[config.mk]
export PLATFORM = sky130hd
export DESIGN_NAME = v3au_front
export DESIGN_NICKNAME = d
export VERILOG_FILES = /design/src/v3au_pkg.sv /design/src/v3au_front.sv
export VERILOG_INCLUDE_DIRS = /design/src /design/src/src
export SDC_FILE = /design/constraint.sdc
export NUM_CORES = 1
export LEC_CHECK = 0
export ABC_AREA = 0
export BUFFER_PORTS_ARGS = -buffer_cell sky130_fd_sc_hd__buf_2
export CAP_MARGIN = 20
export CORE_AREA = 2 2 180 182
export DETAILED_ROUTE_END_ITERATION = 8
export DIE_AREA = 0 0 182 184
export GPL_TIMING_DRIVEN = 0
export PLACE_DENSITY = 0.38
export SYNTH_ARGS = -nofsm -noshare
export SYNTH_HDL_FRONTEND = slang
export SYNTH_SLANG_ARGS = --single-unit
[constraint.sdc]
create_clock -name vclk -period 1.05
set_clock_uncertainty 0.05 [all_clocks]
set_input_delay 0.1575 -clock vclk [all_inputs]
set_output_delay 0.1575 -clock vclk [all_outputs]
set_load 0.05 [all_outputs]
[src/assert_macros.svh]
// assertion macros shared by the vector unit modules
// no dependencies
`ifndef ASSERT_MACROS_SVH
`define ASSERT_MACROS_SVH

// property must hold on every rising clock edge outside reset
`define ASSERT_CLK(label, clk, rst, prop, msg) \
   label: assert property (@(posedge clk) disable iff (rst) (prop)) else $error(msg);

// implication: consequent checked in the cycle after the antecedent
`define ASSERT_NEXT(label, clk, rst, ante, cons, msg) \
   label: assert property (@(posedge clk) disable iff (rst) (ante) |=> (cons)) else $error(msg);

`endif

[src/v3au_pkg.sv]
// types, codes and helpers for the three-component vector unit
// no dependencies
package v3au_pkg;

   localparam int DIMS = 3;
   localparam int VecLanes = (DIMS > 3) ? 3 : ((DIMS < 1) ? 1 : DIMS);
   localparam int QueueDepth = 4;

   localparam logic [2:0] ACT_ADD = 3'd0;
   localparam logic [2:0] ACT_DOT = 3'd1;
   localparam logic [2:0] ACT_LEN2 = 3'd2;
   localparam logic [2:0] ACT_LEN = 3'd3;
   localparam logic [2:0] ACT_SCALE = 3'd4;
   localparam logic [2:0] ACT_DIV = 3'd5;
   localparam logic [2:0] ACT_NORM = 3'd6;

   localparam logic [1:0] ST_OK = 2'd0;
   localparam logic [1:0] ST_ZERO = 2'd1;
   localparam logic [1:0] ST_SAT = 2'd2;

   localparam logic signed [31:0] SMAX = 32'sh7FFF_FFFF;
   localparam logic signed [31:0] SMIN = 32'sh8000_0000;

   typedef struct packed {
      logic [2:0] action;
      logic signed [31:0] a_x;
      logic signed [31:0] a_y;
      logic signed [31:0] a_z;
      logic signed [31:0] b_x;
      logic signed [31:0] b_y;
      logic signed [31:0] b_z;
      logic signed [31:0] scalar_in;
   } req_type;

   typedef struct packed {
      logic signed [31:0] r_x;
      logic signed [31:0] r_y;
      logic signed [31:0] r_z;
      logic signed [31:0] r_scalar;
      logic [1:0] status;
   } rsp_type;

   // classified item passed from front to back
   typedef struct packed {
      logic [2:0] action;
      logic lane_div;
      logic zero_div;
      logic signed [31:0] a_x;
      logic signed [31:0] a_y;
      logic signed [31:0] a_z;
      logic signed [31:0] b_x;
      logic signed [31:0] b_y;
      logic signed [31:0] b_z;
      logic signed [31:0] scalar_in;
   } item_type;

   function automatic logic signed [31:0] sat_w(input logic signed [65:0] v,
                                                output logic ov);
      logic signed [31:0] r;
      ov = 1'b0;
      r = v[31:0];
      if (v > 66'sd2147483647) begin
         ov = 1'b1;
         r = SMAX;
      end else if (v < -66'sd2147483648) begin
         ov = 1'b1;
         r = SMIN;
      end
      return r;
   endfunction

endpackage

[src/v3au_front.sv]
// front end: accepts requests, classifies them, feeds the item queue
// depends on v3au_pkg
module v3au_front
   import v3au_pkg::*;
(
   input logic clock,
   input logic reset,
   input logic start,
   input req_type req_data,
   input logic q_full,
   output logic busy,
   output logic push,
   output item_type item
);

   always_comb begin
      busy = q_full;
      push = start && !q_full;
      item.action = req_data.action;
      item.lane_div = (req_data.action == ACT_DIV) || (req_data.action == ACT_NORM);
      item.zero_div = (req_data.scalar_in == 32'sd0);
      item.a_x = req_data.a_x;
      item.a_y = (VecLanes > 1) ? req_data.a_y : 32'sd0;
      item.a_z = (VecLanes > 2) ? req_data.a_z : 32'sd0;
      item.b_x = req_data.b_x;
      item.b_y = (VecLanes > 1) ? req_data.b_y : 32'sd0;
      item.b_z = (VecLanes > 2) ? req_data.b_z : 32'sd0;
      item.scalar_in = req_data.scalar_in;
   end

`include "assert_macros.svh"
   `ASSERT_CLK(a_no_push_full, clock, reset, !(push && q_full), "push into full queue")
   `ASSERT_CLK(a_busy_full, clock, reset, busy == q_full, "busy mismatch")

endmodule

==> impl_metrics.tcl <==
set metrics [dict create \
    pre_cts_ws_ns -1.20 \
    crit_fanout 2 \
    post-route-util_pct 12.1 \
    critical_path.most_common_cell "buf_8" \
    synth.distinct_cells 8 \
    rows 65 \
    ys.warnings.count 0 \
    layout_min_cycle_time_ns 1.66 \
    timing.critical_path.from_type "input pin" \
    first_iter_violations 27 \
    num-fill-cells 3600 \
    type_of_the_worst_min_delay_path "input pin to primary output" \
    number_of_routed_nets_with_antenna_violations 0 \
    pin_count_of_the_biggest_net_entering_global_routing 3 \
    mostFrequentLayoutCell "buf_2" \
    worst-setup-path-type "input pin to primary output" \
    max_clock_freq_mhz 602 \
    synth_area_per_cell_sq_um 7.46 \
    total_i_o_pin_count 462 \
    fin_nets 743 \
    fraction_of_final_layout_cells_sized_beyond_drive_strength_1_pct 99.0 \
    nClkBuffers 0 \
    power.leakage_nw 2.19 \
    post-dp-hpwl_um 8400 \
    cell_area_after_technology_mapping_sq_um 1810 \
    setup_viol 1 \
    grt.total_usage_pct 4.08 \
    final-max-slew-violation-count 0 \
    cap_viol_max_count 0 \
    totalWireLength_um 8820 \
    timing.max_slew.rel_slack_pct 66.2 \
    dieArea_sq_um 33500 \
    post-route-period-util_pct 158 \
    worstSetupEndpointType "primary output" \
    synth_top_area_share_pct 94.8 \
    power.density_cell_area_nw_per_um2 774 \
    globalRoute.totalOverflow 0 \
    failed_checks "negative setup slack" \
    drc_errors 0 \
    multiInputGateArea_sq_um 194 \
    run_status "finished with violations" \
    sequential_cell_area_sq_um 0 \
    synth.yosys.seq_area_share_pct 0 \
    finalHoldViolations 0 \
    drtPass1Iterations 4 \
    cp_cell_sequence "buf_8 -> nor4_4 -> nand4_1 -> nor2_4 -> buf_8" \
    number_of_hold_buffers_added_after_cts 0 \
    port-buffer-count 268 \
    power_mw 2.93 \
    delay_contributed_by_the_slowest_stage_of_the_critical_path_ns 0.46 \
    finalWeightedCongestion 0.825 \
    worst_ep_arrival_time_ns 1.45 \
    wl_per_cell_um 9.66 \
    cell_with_the_largest_stage_delay_on_the_worst_path "nand4_1" \
    initial_core_util_pct 5.75 \
    coreArea_sq_um 31400 \
    worst_hold_slack_ns 0.567 \
    vias 2246 \
    final.setup.worst_slack_ns -0.610 \
    grt_pass1_vias 1870 \
    postCtsSetupBuffers 0 \
    post_drt_via_cell_ratio 2.46 \
    post_synth_inst_count 242 \
    flow.area_growth_from_synthesis_pct 110 \
    commonest_cells_after_routing_fill_and_taps_aside "buf_2 (263), buf_4 (228), nor4_4 (6)" \
    critPathRequiredTime_ns 0.84 \
    die_w_um 182 \
    synth_area_leader_cell "buf_4" \
    n_sequential_cell 0 \
    synth.top_cells.by_area "buf_4 (95%), nor4_1 (2.4%), nand4_1 (0.69%)" \
    number_of_nets_in_the_synthesized_netlist 473 \
    grt_antenna_before_repair 1 \
    die_height_um 184 \
    grt_setup_unrepaired "true" \
    worst-slew-pin-transition_ns 0.506 \
    vdd.ir_drop.worst_v 0.000216 \
    first_pass_grt_wire_length_um 10300 \
]
Yosys cell counts (all sizes together):
cell type    n
buf        228
nor4         8
nand4        2
and2         1
nor2         1
nor2b        1
xor2         1
cell families after synthesis:
logic type	Yosys count	share of synthesized area (%)
xor+xnor	1	0.485
simple gates	13	4.71
buf+inv	228	94.8
layer usage:
metal	up-vias	GRT usage, %	wire length (um)
li1	1056	-	-
met1	915	3.19	2310
met2	269	9.94	5310
met3	6	0.535	1040
met4	0	0.806	156
met5	-	0	0
timing repair:
action	CTS	global route
endpoints found under the hold margin	0	0
endpoints found under the setup margin	1	2
pin swaps	4	3
resized for setup	10	3
where the power goes:
part / leakage, nW / internal [mW] / switching, mW
clock: 0.00000634 / 0.000000127 / 0
combinational: 2.19 / 0.909 / 2.02
sequential: 0 / 0 / 0
total: 2.19 / 0.909 / 2.02
path summary, 6_finish.rpt:
check	cells past startpoint	from	endpoint
worst max-delay path	5	req_data[19]	item[224]
worst min-delay path	2	req_data[104]	item[104]
stage by stage:
step	setup TNS, ns	cell area [sq um]	instances
after CTS	-0.758	3770	912
after floorplan	-0.0303	1870	242
after global placement	-1.23	3710	912
after detailed placement	-1.20	3710	912
after global routing	-0.751	3790	913
final	-0.610	3790	913
area by class of cell:
cell class         count  share of cell area [%]
diodes                 1                  0.0661
multi-input cells     14                    5.12
repair buffers       268                    36.3
well taps            402                    13.3
plain buffers        228                    45.2
worst max-delay path, delay by kind of cell:
family / cells / cell delay (ns)
and+or+nand+nor: 3 / 1.01
buffers and inverters: 2 / 0.27
No activity file was read; power rests on OpenSTA's default activity.
