File: config.mk
export PLATFORM = sky130hd
export DESIGN_NAME = v3au_queue
export DESIGN_NICKNAME = d
export VERILOG_FILES = /design/src/v3au_pkg.sv /design/src/v3au_queue.sv
export VERILOG_INCLUDE_DIRS = /design/src /design/src/src
export SDC_FILE = /design/constraint.sdc
export NUM_CORES = 1
export LEC_CHECK = 0
export ABC_AREA = 1
export ABC_CLOCK_PERIOD_IN_PS = 12600
export BUFFER_PORTS_ARGS = -buffer_cell sky130_fd_sc_hd__buf_4
export CAP_MARGIN = 20
export CORE_MARGIN = 2
export CORE_UTILIZATION = 45
export CTS_CLUSTER_DIAMETER = 50
export CTS_CLUSTER_SIZE = 30
export DETAILED_ROUTE_END_ITERATION = 7
export GPL_ROUTABILITY_DRIVEN = 0
export GPL_TIMING_DRIVEN = 0
export PLACE_DENSITY = 0.6
export SETUP_SLACK_MARGIN = 0.02
export SYNTH_ARGS = -nofsm -noshare
export SYNTH_HDL_FRONTEND = slang
export SYNTH_SLANG_ARGS = --single-unit
export TNS_END_PERCENT = 5
File: constraint.sdc
create_clock -name clock -period 12.6 [get_ports clock]
set_input_delay 1.26 -clock clock [delete_from_list [all_inputs] [get_ports clock]]
set_output_delay 1.26 -clock clock [all_outputs]
set_load 0.05 [all_outputs]
File: src/assert_macros.svh
// assertion macros shared by the vector unit modules
// no dependencies
`ifndef ASSERT_MACROS_SVH
`define ASSERT_MACROS_SVH

// property must hold on every rising clock edge outside reset
`define ASSERT_CLK(label, clk, rst, prop, msg) \
   label: assert property (@(posedge clk) disable iff (rst) (prop)) else $error(msg);

// implication: consequent checked in the cycle after the antecedent
`define ASSERT_NEXT(label, clk, rst, ante, cons, msg) \
   label: assert property (@(posedge clk) disable iff (rst) (ante) |=> (cons)) else $error(msg);

`endif

File: src/v3au_pkg.sv
// types, codes and helpers for the three-component vector unit
// no dependencies
package v3au_pkg;

   localparam int DIMS = 3;
   localparam int VecLanes = (DIMS > 3) ? 3 : ((DIMS < 1) ? 1 : DIMS);
   localparam int QueueDepth = 4;

   localparam logic [2:0] ACT_ADD = 3'd0;
   localparam logic [2:0] ACT_DOT = 3'd1;
   localparam logic [2:0] ACT_LEN2 = 3'd2;
   localparam logic [2:0] ACT_LEN = 3'd3;
   localparam logic [2:0] ACT_SCALE = 3'd4;
   localparam logic [2:0] ACT_DIV = 3'd5;
   localparam logic [2:0] ACT_NORM = 3'd6;

   localparam logic [1:0] ST_OK = 2'd0;
   localparam logic [1:0] ST_ZERO = 2'd1;
   localparam logic [1:0] ST_SAT = 2'd2;

   localparam logic signed [31:0] SMAX = 32'sh7FFF_FFFF;
   localparam logic signed [31:0] SMIN = 32'sh8000_0000;

   typedef struct packed {
      logic [2:0] action;
      logic signed [31:0] a_x;
      logic signed [31:0] a_y;
      logic signed [31:0] a_z;
      logic signed [31:0] b_x;
      logic signed [31:0] b_y;
      logic signed [31:0] b_z;
      logic signed [31:0] scalar_in;
   } req_type;

   typedef struct packed {
      logic signed [31:0] r_x;
      logic signed [31:0] r_y;
      logic signed [31:0] r_z;
      logic signed [31:0] r_scalar;
      logic [1:0] status;
   } rsp_type;

   // classified item passed from front to back
   typedef struct packed {
      logic [2:0] action;
      logic lane_div;
      logic zero_div;
      logic signed [31:0] a_x;
      logic signed [31:0] a_y;
      logic signed [31:0] a_z;
      logic signed [31:0] b_x;
      logic signed [31:0] b_y;
      logic signed [31:0] b_z;
      logic signed [31:0] scalar_in;
   } item_type;

   function automatic logic signed [31:0] sat_w(input logic signed [65:0] v,
                                                output logic ov);
      logic signed [31:0] r;
      ov = 1'b0;
      r = v[31:0];
      if (v > 66'sd2147483647) begin
         ov = 1'b1;
         r = SMAX;
      end else if (v < -66'sd2147483648) begin
         ov = 1'b1;
         r = SMIN;
      end
      return r;
   endfunction

endpackage

File: src/v3au_queue.sv
// short item queue between front and back ends
// depends on v3au_pkg
module v3au_queue
   import v3au_pkg::*;
(
   input logic clock,
   input logic reset,
   input logic push,
   input item_type push_item,
   input logic pop,
   output logic full,
   output logic empty,
   output item_type head
);

   localparam int PtrW = $clog2(QueueDepth);

   item_type mem_ff [QueueDepth];
   logic [PtrW-1:0] wr_ff, rd_ff;
   logic [PtrW:0] cnt_ff;

   assign full = (cnt_ff == (PtrW+1)'(QueueDepth));
   assign empty = (cnt_ff == '0);
   assign head = mem_ff[rd_ff];

   always_ff @(posedge clock) begin
      if (push) mem_ff[wr_ff] <= push_item;
   end

   always_ff @(posedge clock) begin
      if (reset) begin
         wr_ff <= '0;
         rd_ff <= '0;
         cnt_ff <= '0;
      end else begin
         if (push) wr_ff <= wr_ff + 1'b1;
         if (pop) rd_ff <= rd_ff + 1'b1;
         cnt_ff <= cnt_ff + (PtrW+1)'(push) - (PtrW+1)'(pop);
      end
   end

`include "assert_macros.svh"
   `ASSERT_CLK(a_no_underflow, clock, reset, !(pop && empty), "pop from empty queue")
   `ASSERT_CLK(a_cnt_range, clock, reset, cnt_ff <= (PtrW+1)'(QueueDepth), "count too large")

endmodule

==> reports/summary.txt, run 1 <==
outcome: finished clean
largest family of logic cells by synthesized area: compound AO/OA/AOI/OAI gates
switching part of the total power: 28.9%
Iteration-0 DRC Markers: 1,567
initial antenna violation count: 24
Setup Buffers After CTS: 0
Slew @ Worst Pin: 753 ps
Synth area leader: edfxtp_1
Mean Syn Cell Area: 13.7 sq um
DR WL/cell: 21.8 um
DRT Pass-1 Iters: 4
fraction of layout cells with a size suffix above 1: 28.1%
complex-gate fraction of the synthesized area: 13.3%
Comb pwr share: 15.0%
WS Path Type: reg2out
Sequential Power Share: 46.4%
Tot GR Track Use: 22.5%
Antenna Nets Post-Route: 0
vias in the first global route: 23,000
post-layout util: 55.8%
maxcap violations: 0
Skew-Pair Late Insertion Delay: 670 ps
CP most frequent cell: buf_2
Final Critical Period: 3890 ps
setup TNS: 0 ps
final worst path period share: 30.9%
clock-pin slew on the worst setup and hold paths: 70 ps
reg2reg path depth: 5
Final Max Slew Viols: 0
Reg area: 27,700 sq um
DR DRC count: 0
GRT overflow: 0
PortBufs: 463
CTS root buffer: clkbuf_16
Fmax: 0.257 GHz
setup violators final: 0
DIE AREA: 85,100 sq um
Buf/Inv on CP: 4
Yosys Warn Count: 0
Max rail drop VDD: 0.000132 V
final hold violations: 0
DR vias: 22,800
worst-path fanout max: 10
Syn Inst Count: 2,728
initial cell density of the core: 45.5%
Distinct cells, synth: 17
Die W: 292 um
CP endpoint kind: output port
Slew Limit Headroom: 49.8%
commonest non-fill, non-tap cell in the layout: edfxtp_1
CP peak stage delay: 550 ps
Reg2Reg Setup Slack: 10,110 ps
Core Rows: 105
P_sw: 2210 uW
CP Cell Sequence: buf_2 -> buf_2 -> clkbuf_1 -> o21ai_0 -> nand2_1 -> buf_4
CTS tree: yes
internal power: 5440 uW
Num CTS Buffers: 96
H-tree levels: 3
clock tree buffer depth: 3
CTS sink cnt: 925
xor and xnor area share after synthesis: 0%
core area: 82,000 sq um
fin nets: 3,537
post-synthesis register bit count: 925
Clk network pwr share: 38.5%
syn nets: 2,968
CP delay by family, top: buffers and inverters
leakage: 0.0178 uW
Power Density: 167 nW/um^2
die height: 292 um
Adder-Cell Fraction of Synth Area: 0.255%
Worst Hold Class: reg2reg
Worst Skew: 22.3 ps
IO Count: 464
Filler Cell Count: 6,681
mapped cell area: 37,300 sq um
routed wire length: 97,200 um
crit path max-delay cell type: clkbuf_1
hold_buf cts: 0
vias per cell: 5.11
Startpoint Class: flop
simple-gate share of the synthesized area: 4.76%
critical path depth: 6
commonest cells after routing, fill and taps aside: edfxtp_1 (916), inv_1 (470), buf_4 (469), nand2_1 (466), a21oi_1 (235)
required time worst endpoint: 11,340 ps
largest net degree at the start of global routing: 100
Layout area overhead: 22.9%
ranking of synthesized cells by area: edfxtp_1 (74%), o211ai_2 (6.0%), inv_1 (4.8%)
area of the multi-input gates: 6830 sq um
first-pass GRT wire length: 143,000 um
DP HPWL: 60,900 um
hold depth: 2
Arr. time, crit path: 2630 ps
post-synthesis sequential area ratio: 74.3%
post-CTS sizing: 0
proportion of synthesized area in mux cells: 0%
RSZ-0062 raised after global routing: false
top cell type's share of synthesized area: 73.8%
[state kept, by name (all words and copies together) (netlist names), named ones only]
register and flops:
wr_ff 2, mem_ff 916, cnt_ff 3, rd_ff 2
[metrics by stage]
stage / area, sq um / total power, uW / cells / hold WS (ps) / setup WS (ps)
5_1_grt: 45800 / 7910 / 4460 / 541 / 8500
4_1_cts: 45700 / 7730 / 4448 / 498 / 8570
6_report: 45800 / 7650 / 4462 / 497 / 8710
2_1_floorplan: 37300 / 4340 / 2728 / 436 / 6330
3_5_place_dp: 42300 / 4780 / 4269 / 488 / 9150
3_3_place_gp: 42100 / 4810 / 4261 / 449 / 1850
[per-layer routing]
layer,vias to the layer above,routed length (um),GRT usage (%)
li1,10700,-,-
met1,11200,38800,28.3
met2,692,48400,37.5
met3,163,6950,5.66
met4,20,2910,8.54
met5,-,121,0
[cell families (layout without fill, tap and decap cells)]
group | after synthesis | after routing
adders and majority gates | 7 | 7
AOI/OAI and AO/OA | 697 | 697
other | 0 | 14
DFF | 925 | 925
buffers and inverters | 627 | 1277
and+or+nand+nor | 472 | 472
[cells in the mapped netlist (all sizes together)]
master and number:
ha 6, o21ai 233, edfxtp 916, nand2 466, o211ai 229, dfxtp 9
fa 1, a21oi 235, inv 474, nand3 1, nor2 4, clkbuf 29
nor3 1, buf 124
[area by class of cell]
| cell class | instances | share of cell area [%] |
|---|---|---|
| diodes | 14 | 0.0765 |
| clock inverters | 80 | 2.15 |
| inverters | 474 | 3.95 |
| clock buffers | 99 | 5.32 |
| repair buffers | 471 | 8.07 |
| flip-flops and latches | 925 | 60.5 |
| multi-input cells | 1176 | 14.9 |
| well taps | 1070 | 2.92 |
| plain buffers | 153 | 2.10 |
[power groups by stage]
stage / sequential [uW] / clock (uW) / combinational, uW
4_1_cts: 3550 / 3010 / 1170
3_3_place_gp: 3670 / 0 / 1140
6_report: 3550 / 2950 / 1150
5_1_grt: 3560 / 3130 / 1220
2_1_floorplan: 3640 / 0 / 706
3_5_place_dp: 3620 / 0 / 1160
[tightest hold or removal path: cells and delay by family, from the launching register on]
kind,cells,cell delay (ps)
AO/OA/AOI/OAI,1,80
buffers and inverters,1,70
flip-flops,1,290
[worst paths after layout]
kind	startpoint	endpoint
min reg2reg	rd_ff[1]$_SDFFE_PP0P_	rd_ff[1]$_SDFFE_PP0P_
max	flop	head[155]
max reg2reg	wr_ff[1]$_SDFFE_PP0P_	mem_ff[3][157]$_DFFE_PP_
min	rd_ff[1]$_SDFFE_PP0P_	rd_ff[1]$_SDFFE_PP0P_
No activity file was read; power rests on OpenSTA's default activity.
==> inputs of run 2 (changes only) <==
ABC_AREA = 0   (was 1)
ABC_CLOCK_PERIOD_IN_PS = 3200   (was 12600)
PLACE_DENSITY = 0.63   (was 0.6)
clock period = 3.2 ns   (was 12.6 ns; I/O delays follow)
==> run 2 against run 1 <==
Effect of this change:
- final area down 3.1%
- clock power rose to 3.6 times the previous value
- global-route usage decreased by 4.4 points
- first-iteration DRC count fell by 37%
==> reports/summary.txt, run 2 <==
post-synthesis register bit count: 925
vias per cell: 5.16
Worst Hold Class: in2reg
Final Max Slew Viols: 0
initial antenna violation count: 6
Die W: 278 um
clock tree buffer depth: 3
fin cells: 3,089
Power Density: 663 nW/um^2
required time worst endpoint: 2880 ps
RSZ-0062 raised after global routing: false
CTS root buffer: clkbuf_16
routed wire length: 69,600 um
Core Rows: 100
Startpoint Class: flop
Syn Inst Count: 1,238
final worst path period share: 94.0%
CP Cell Sequence: clkbuf_1 -> buf_8 -> buf_2 -> mux4_2 -> buf_4
Mean Syn Cell Area: 27.2 sq um
Arr. time, crit path: 2690 ps
P_sw: 8000 uW
Iteration-0 DRC Markers: 981
outcome: finished clean
setup violators final: 0
DIE AREA: 77,100 sq um
Tot GR Track Use: 18.1%
DR vias: 15,900
hold path start: push_item[69]
post-synthesis sequential area ratio: 82.1%
DRT Pass-1 Iters: 4
Worst Hold End: mem_ff[0][69]$_DFFE_PP_
Worst Skew: 11.7 ps
CP delay by family, top: buffers and inverters
Reg2Reg Setup Slack: 920 ps
Layout area overhead: 31.6%
Fmax: 0.332 GHz
PortBufs: 463
Setup Buffers After CTS: 0
number of synthesized flops with an enable pin: 916
post-layout util: 59.7%
Skew-Pair Late Insertion Delay: 630 ps
Antenna Nets Post-Route: 0
Num CTS Buffers: 86
internal power: 21,400 uW
top cell type's share of synthesized area: 81.6%
DR WL/cell: 22.5 um
Primary FF master, synth: edfxtp_1
Synth area leader: edfxtp_1
Distinct cells, synth: 23
number of flip-flops in the largest register: 916
crit path max-delay cell type: clkbuf_1
final hold violations: 0
Slew @ Worst Pin: 789 ps
die height: 278 um
IO Count: 464
maxcap violations: 0
Largest Register: mem_ff
CTS sink cnt: 925
worst-path fanout max: 10
H-tree levels: 3
core area: 74,300 sq um
WS Path Type: reg2out
commonest non-fill, non-tap cell in the layout: edfxtp_1
Comb pwr share: 15.9%
Slew Limit Headroom: 47.4%
first-pass GRT wire length: 105,000 um
most frequent cell after synthesis: edfxtp_1
DP HPWL: 43,000 um
GRT overflow: 0
commonest cells in the netlist: edfxtp_1 (916), mux4_2 (229), buf_12 (22), buf_2 (22), dfxtp_1 (9)
leakage: 0.0151 uW
fraction of layout cells with a size suffix above 1: 43.6%
cell total after placement: 2,690
vias in the first global route: 17,000
Sequential Power Share: 47.7%
CP endpoint kind: output port
syn nets: 1,478
reg2reg path depth: 5
CTS tree: yes
Yosys Warn Count: 0
R2R Path Start: wr_ff[0]$_SDFFE_PP0P_
Final Critical Period: 3010 ps
Clk network pwr share: 36.4%
fin nets: 2,282
Total Power: 29,400 uW
switching part of the total power: 27.2%
largest registers: mem_ff: 916 flops, cnt_ff: 3 flops
CP peak stage delay: 560 ps
setup TNS: 0 ps
Post-synth ARST share: 0%
DR DRC count: 0
Buf/Inv on CP: 4
FF-to-FF End: mem_ff[2][137]$_DFFE_PP_
initial cell density of the core: 45.4%
Max rail drop VDD: 0.000501 V
mapped cell area: 33,700 sq um
ranking of synthesized cells by area: edfxtp_1 (82%), mux4_2 (15%), buf_12 (1.3%)
largest net degree at the start of global routing: 56
clock-pin slew on the worst setup and hold paths: 70 ps
hold depth: 2
commonest cells after routing, fill and taps aside: edfxtp_1 (916), buf_4 (464), dlygate4sd3_1 (233), mux4_2 (229), clkbuf_16 (86)
-- run 2: changes by cell type after synthesis, moves of 4 or more --
cell and delta:
o211ai_2 -180, mux4_2 +229, o21ai_0 -233, buf_2 -61, a21oi_1 -234, buf_4 -5, inv_1 -468, buf_12 +22
nand2_1 -466, o211ai_1 -49, and2_1 +4, buf_6 -33, clkbuf_1 -26
-- run 2: kinds of logic (layout without fill, tap and decap cells) --
kind of cell | count (synthesis) | after routing | share of synthesized area, %
muxes | 230 | 230 | 15.3
xor gates and xnor gates | 3 | 3 | 0.122
buffers and inverters | 57 | 935 | 1.87
and+or+nand+nor | 14 | 14 | 0.223
adders and majority gates | 7 | 7 | 0.282
AOI/OAI and AO/OA | 2 | 2 | 0.0445
DFF | 925 | 925 | 82.1
other | 0 | 4 | 0
-- run 2: worst max-delay path by stage --
stage	cells after the start	slack (ps)	to	from
detailed placement	4	650	head[21]	flop
CTS	5	70	head[213]	flop
floorplan	2	-570	mem_ff[1][0]$_DFFE_PP_	wr_ff[0]$_SDFFE_PP0P_
global route	5	10	head[214]	flop
global placement	2	-3030	mem_ff[3][153]$_DFFE_PP_	wr_ff[0]$_SDFFE_PP0P_
finish	5	190	head[147]	flop
-- run 2: per-layer routing --
| metal | GRT usage, % | vias to the layer above | routed length [um] |
|---|---|---|---|
| met4 | 5.14 | 4 | 1520 |
| met3 | 5.28 | 100 | 5320 |
| met2 | 30.3 | 472 | 35300 |
| li1 | - | 7029 | - |
| met5 | 0 | - | 29 |
| met1 | 23.0 | 8340 | 27400 |
-- run 2: per-stage QoR --
| stage | hold WS [ps] | setup WS (ps) | area (sq um) |
|---|---|---|---|
| 2_1_floorplan | 392 | -566 | 33700 |
| 3_3_place_gp | 518 | -3030 | 38400 |
| 3_5_place_dp | 522 | 653 | 38900 |
| 4_1_cts | 365 | 72.5 | 44400 |
| 5_1_grt | 392 | 13.7 | 44400 |
| 6_report | 419 | 192 | 44400 |
-- run 2: cell type report --
cell class	instances	area [sq um]
Timing Repair Buffer	716	6320
Inverter	6	22.5
Antenna cell	4	10.0
Tap cell	969	1210
Buffer	51	608
Sequential cell	925	27700
Clock buffer	90	2170
Multi-Input combinational cell	256	5400
Fill cell	5246	30000
Clock inverter	72	937
-- run 2: power by group through the flow --
stage | Sequential, uW | Combinational, uW | Clock [uW]
after floorplan | 14300 | 2920 | 0
after global placement | 14400 | 4350 | 0
after detailed placement | 14300 | 4480 | 0
after CTS | 14000 | 4750 | 11000
after global routing | 14100 | 4900 | 11500
final | 14000 | 4670 | 10700
-- run 2: what timing repair did --
action	in CTS	in global routing
endpoints found under the hold margin	925	0
endpoints found under the setup margin	84	0
hold buffers	233	0
resized for setup	1	0
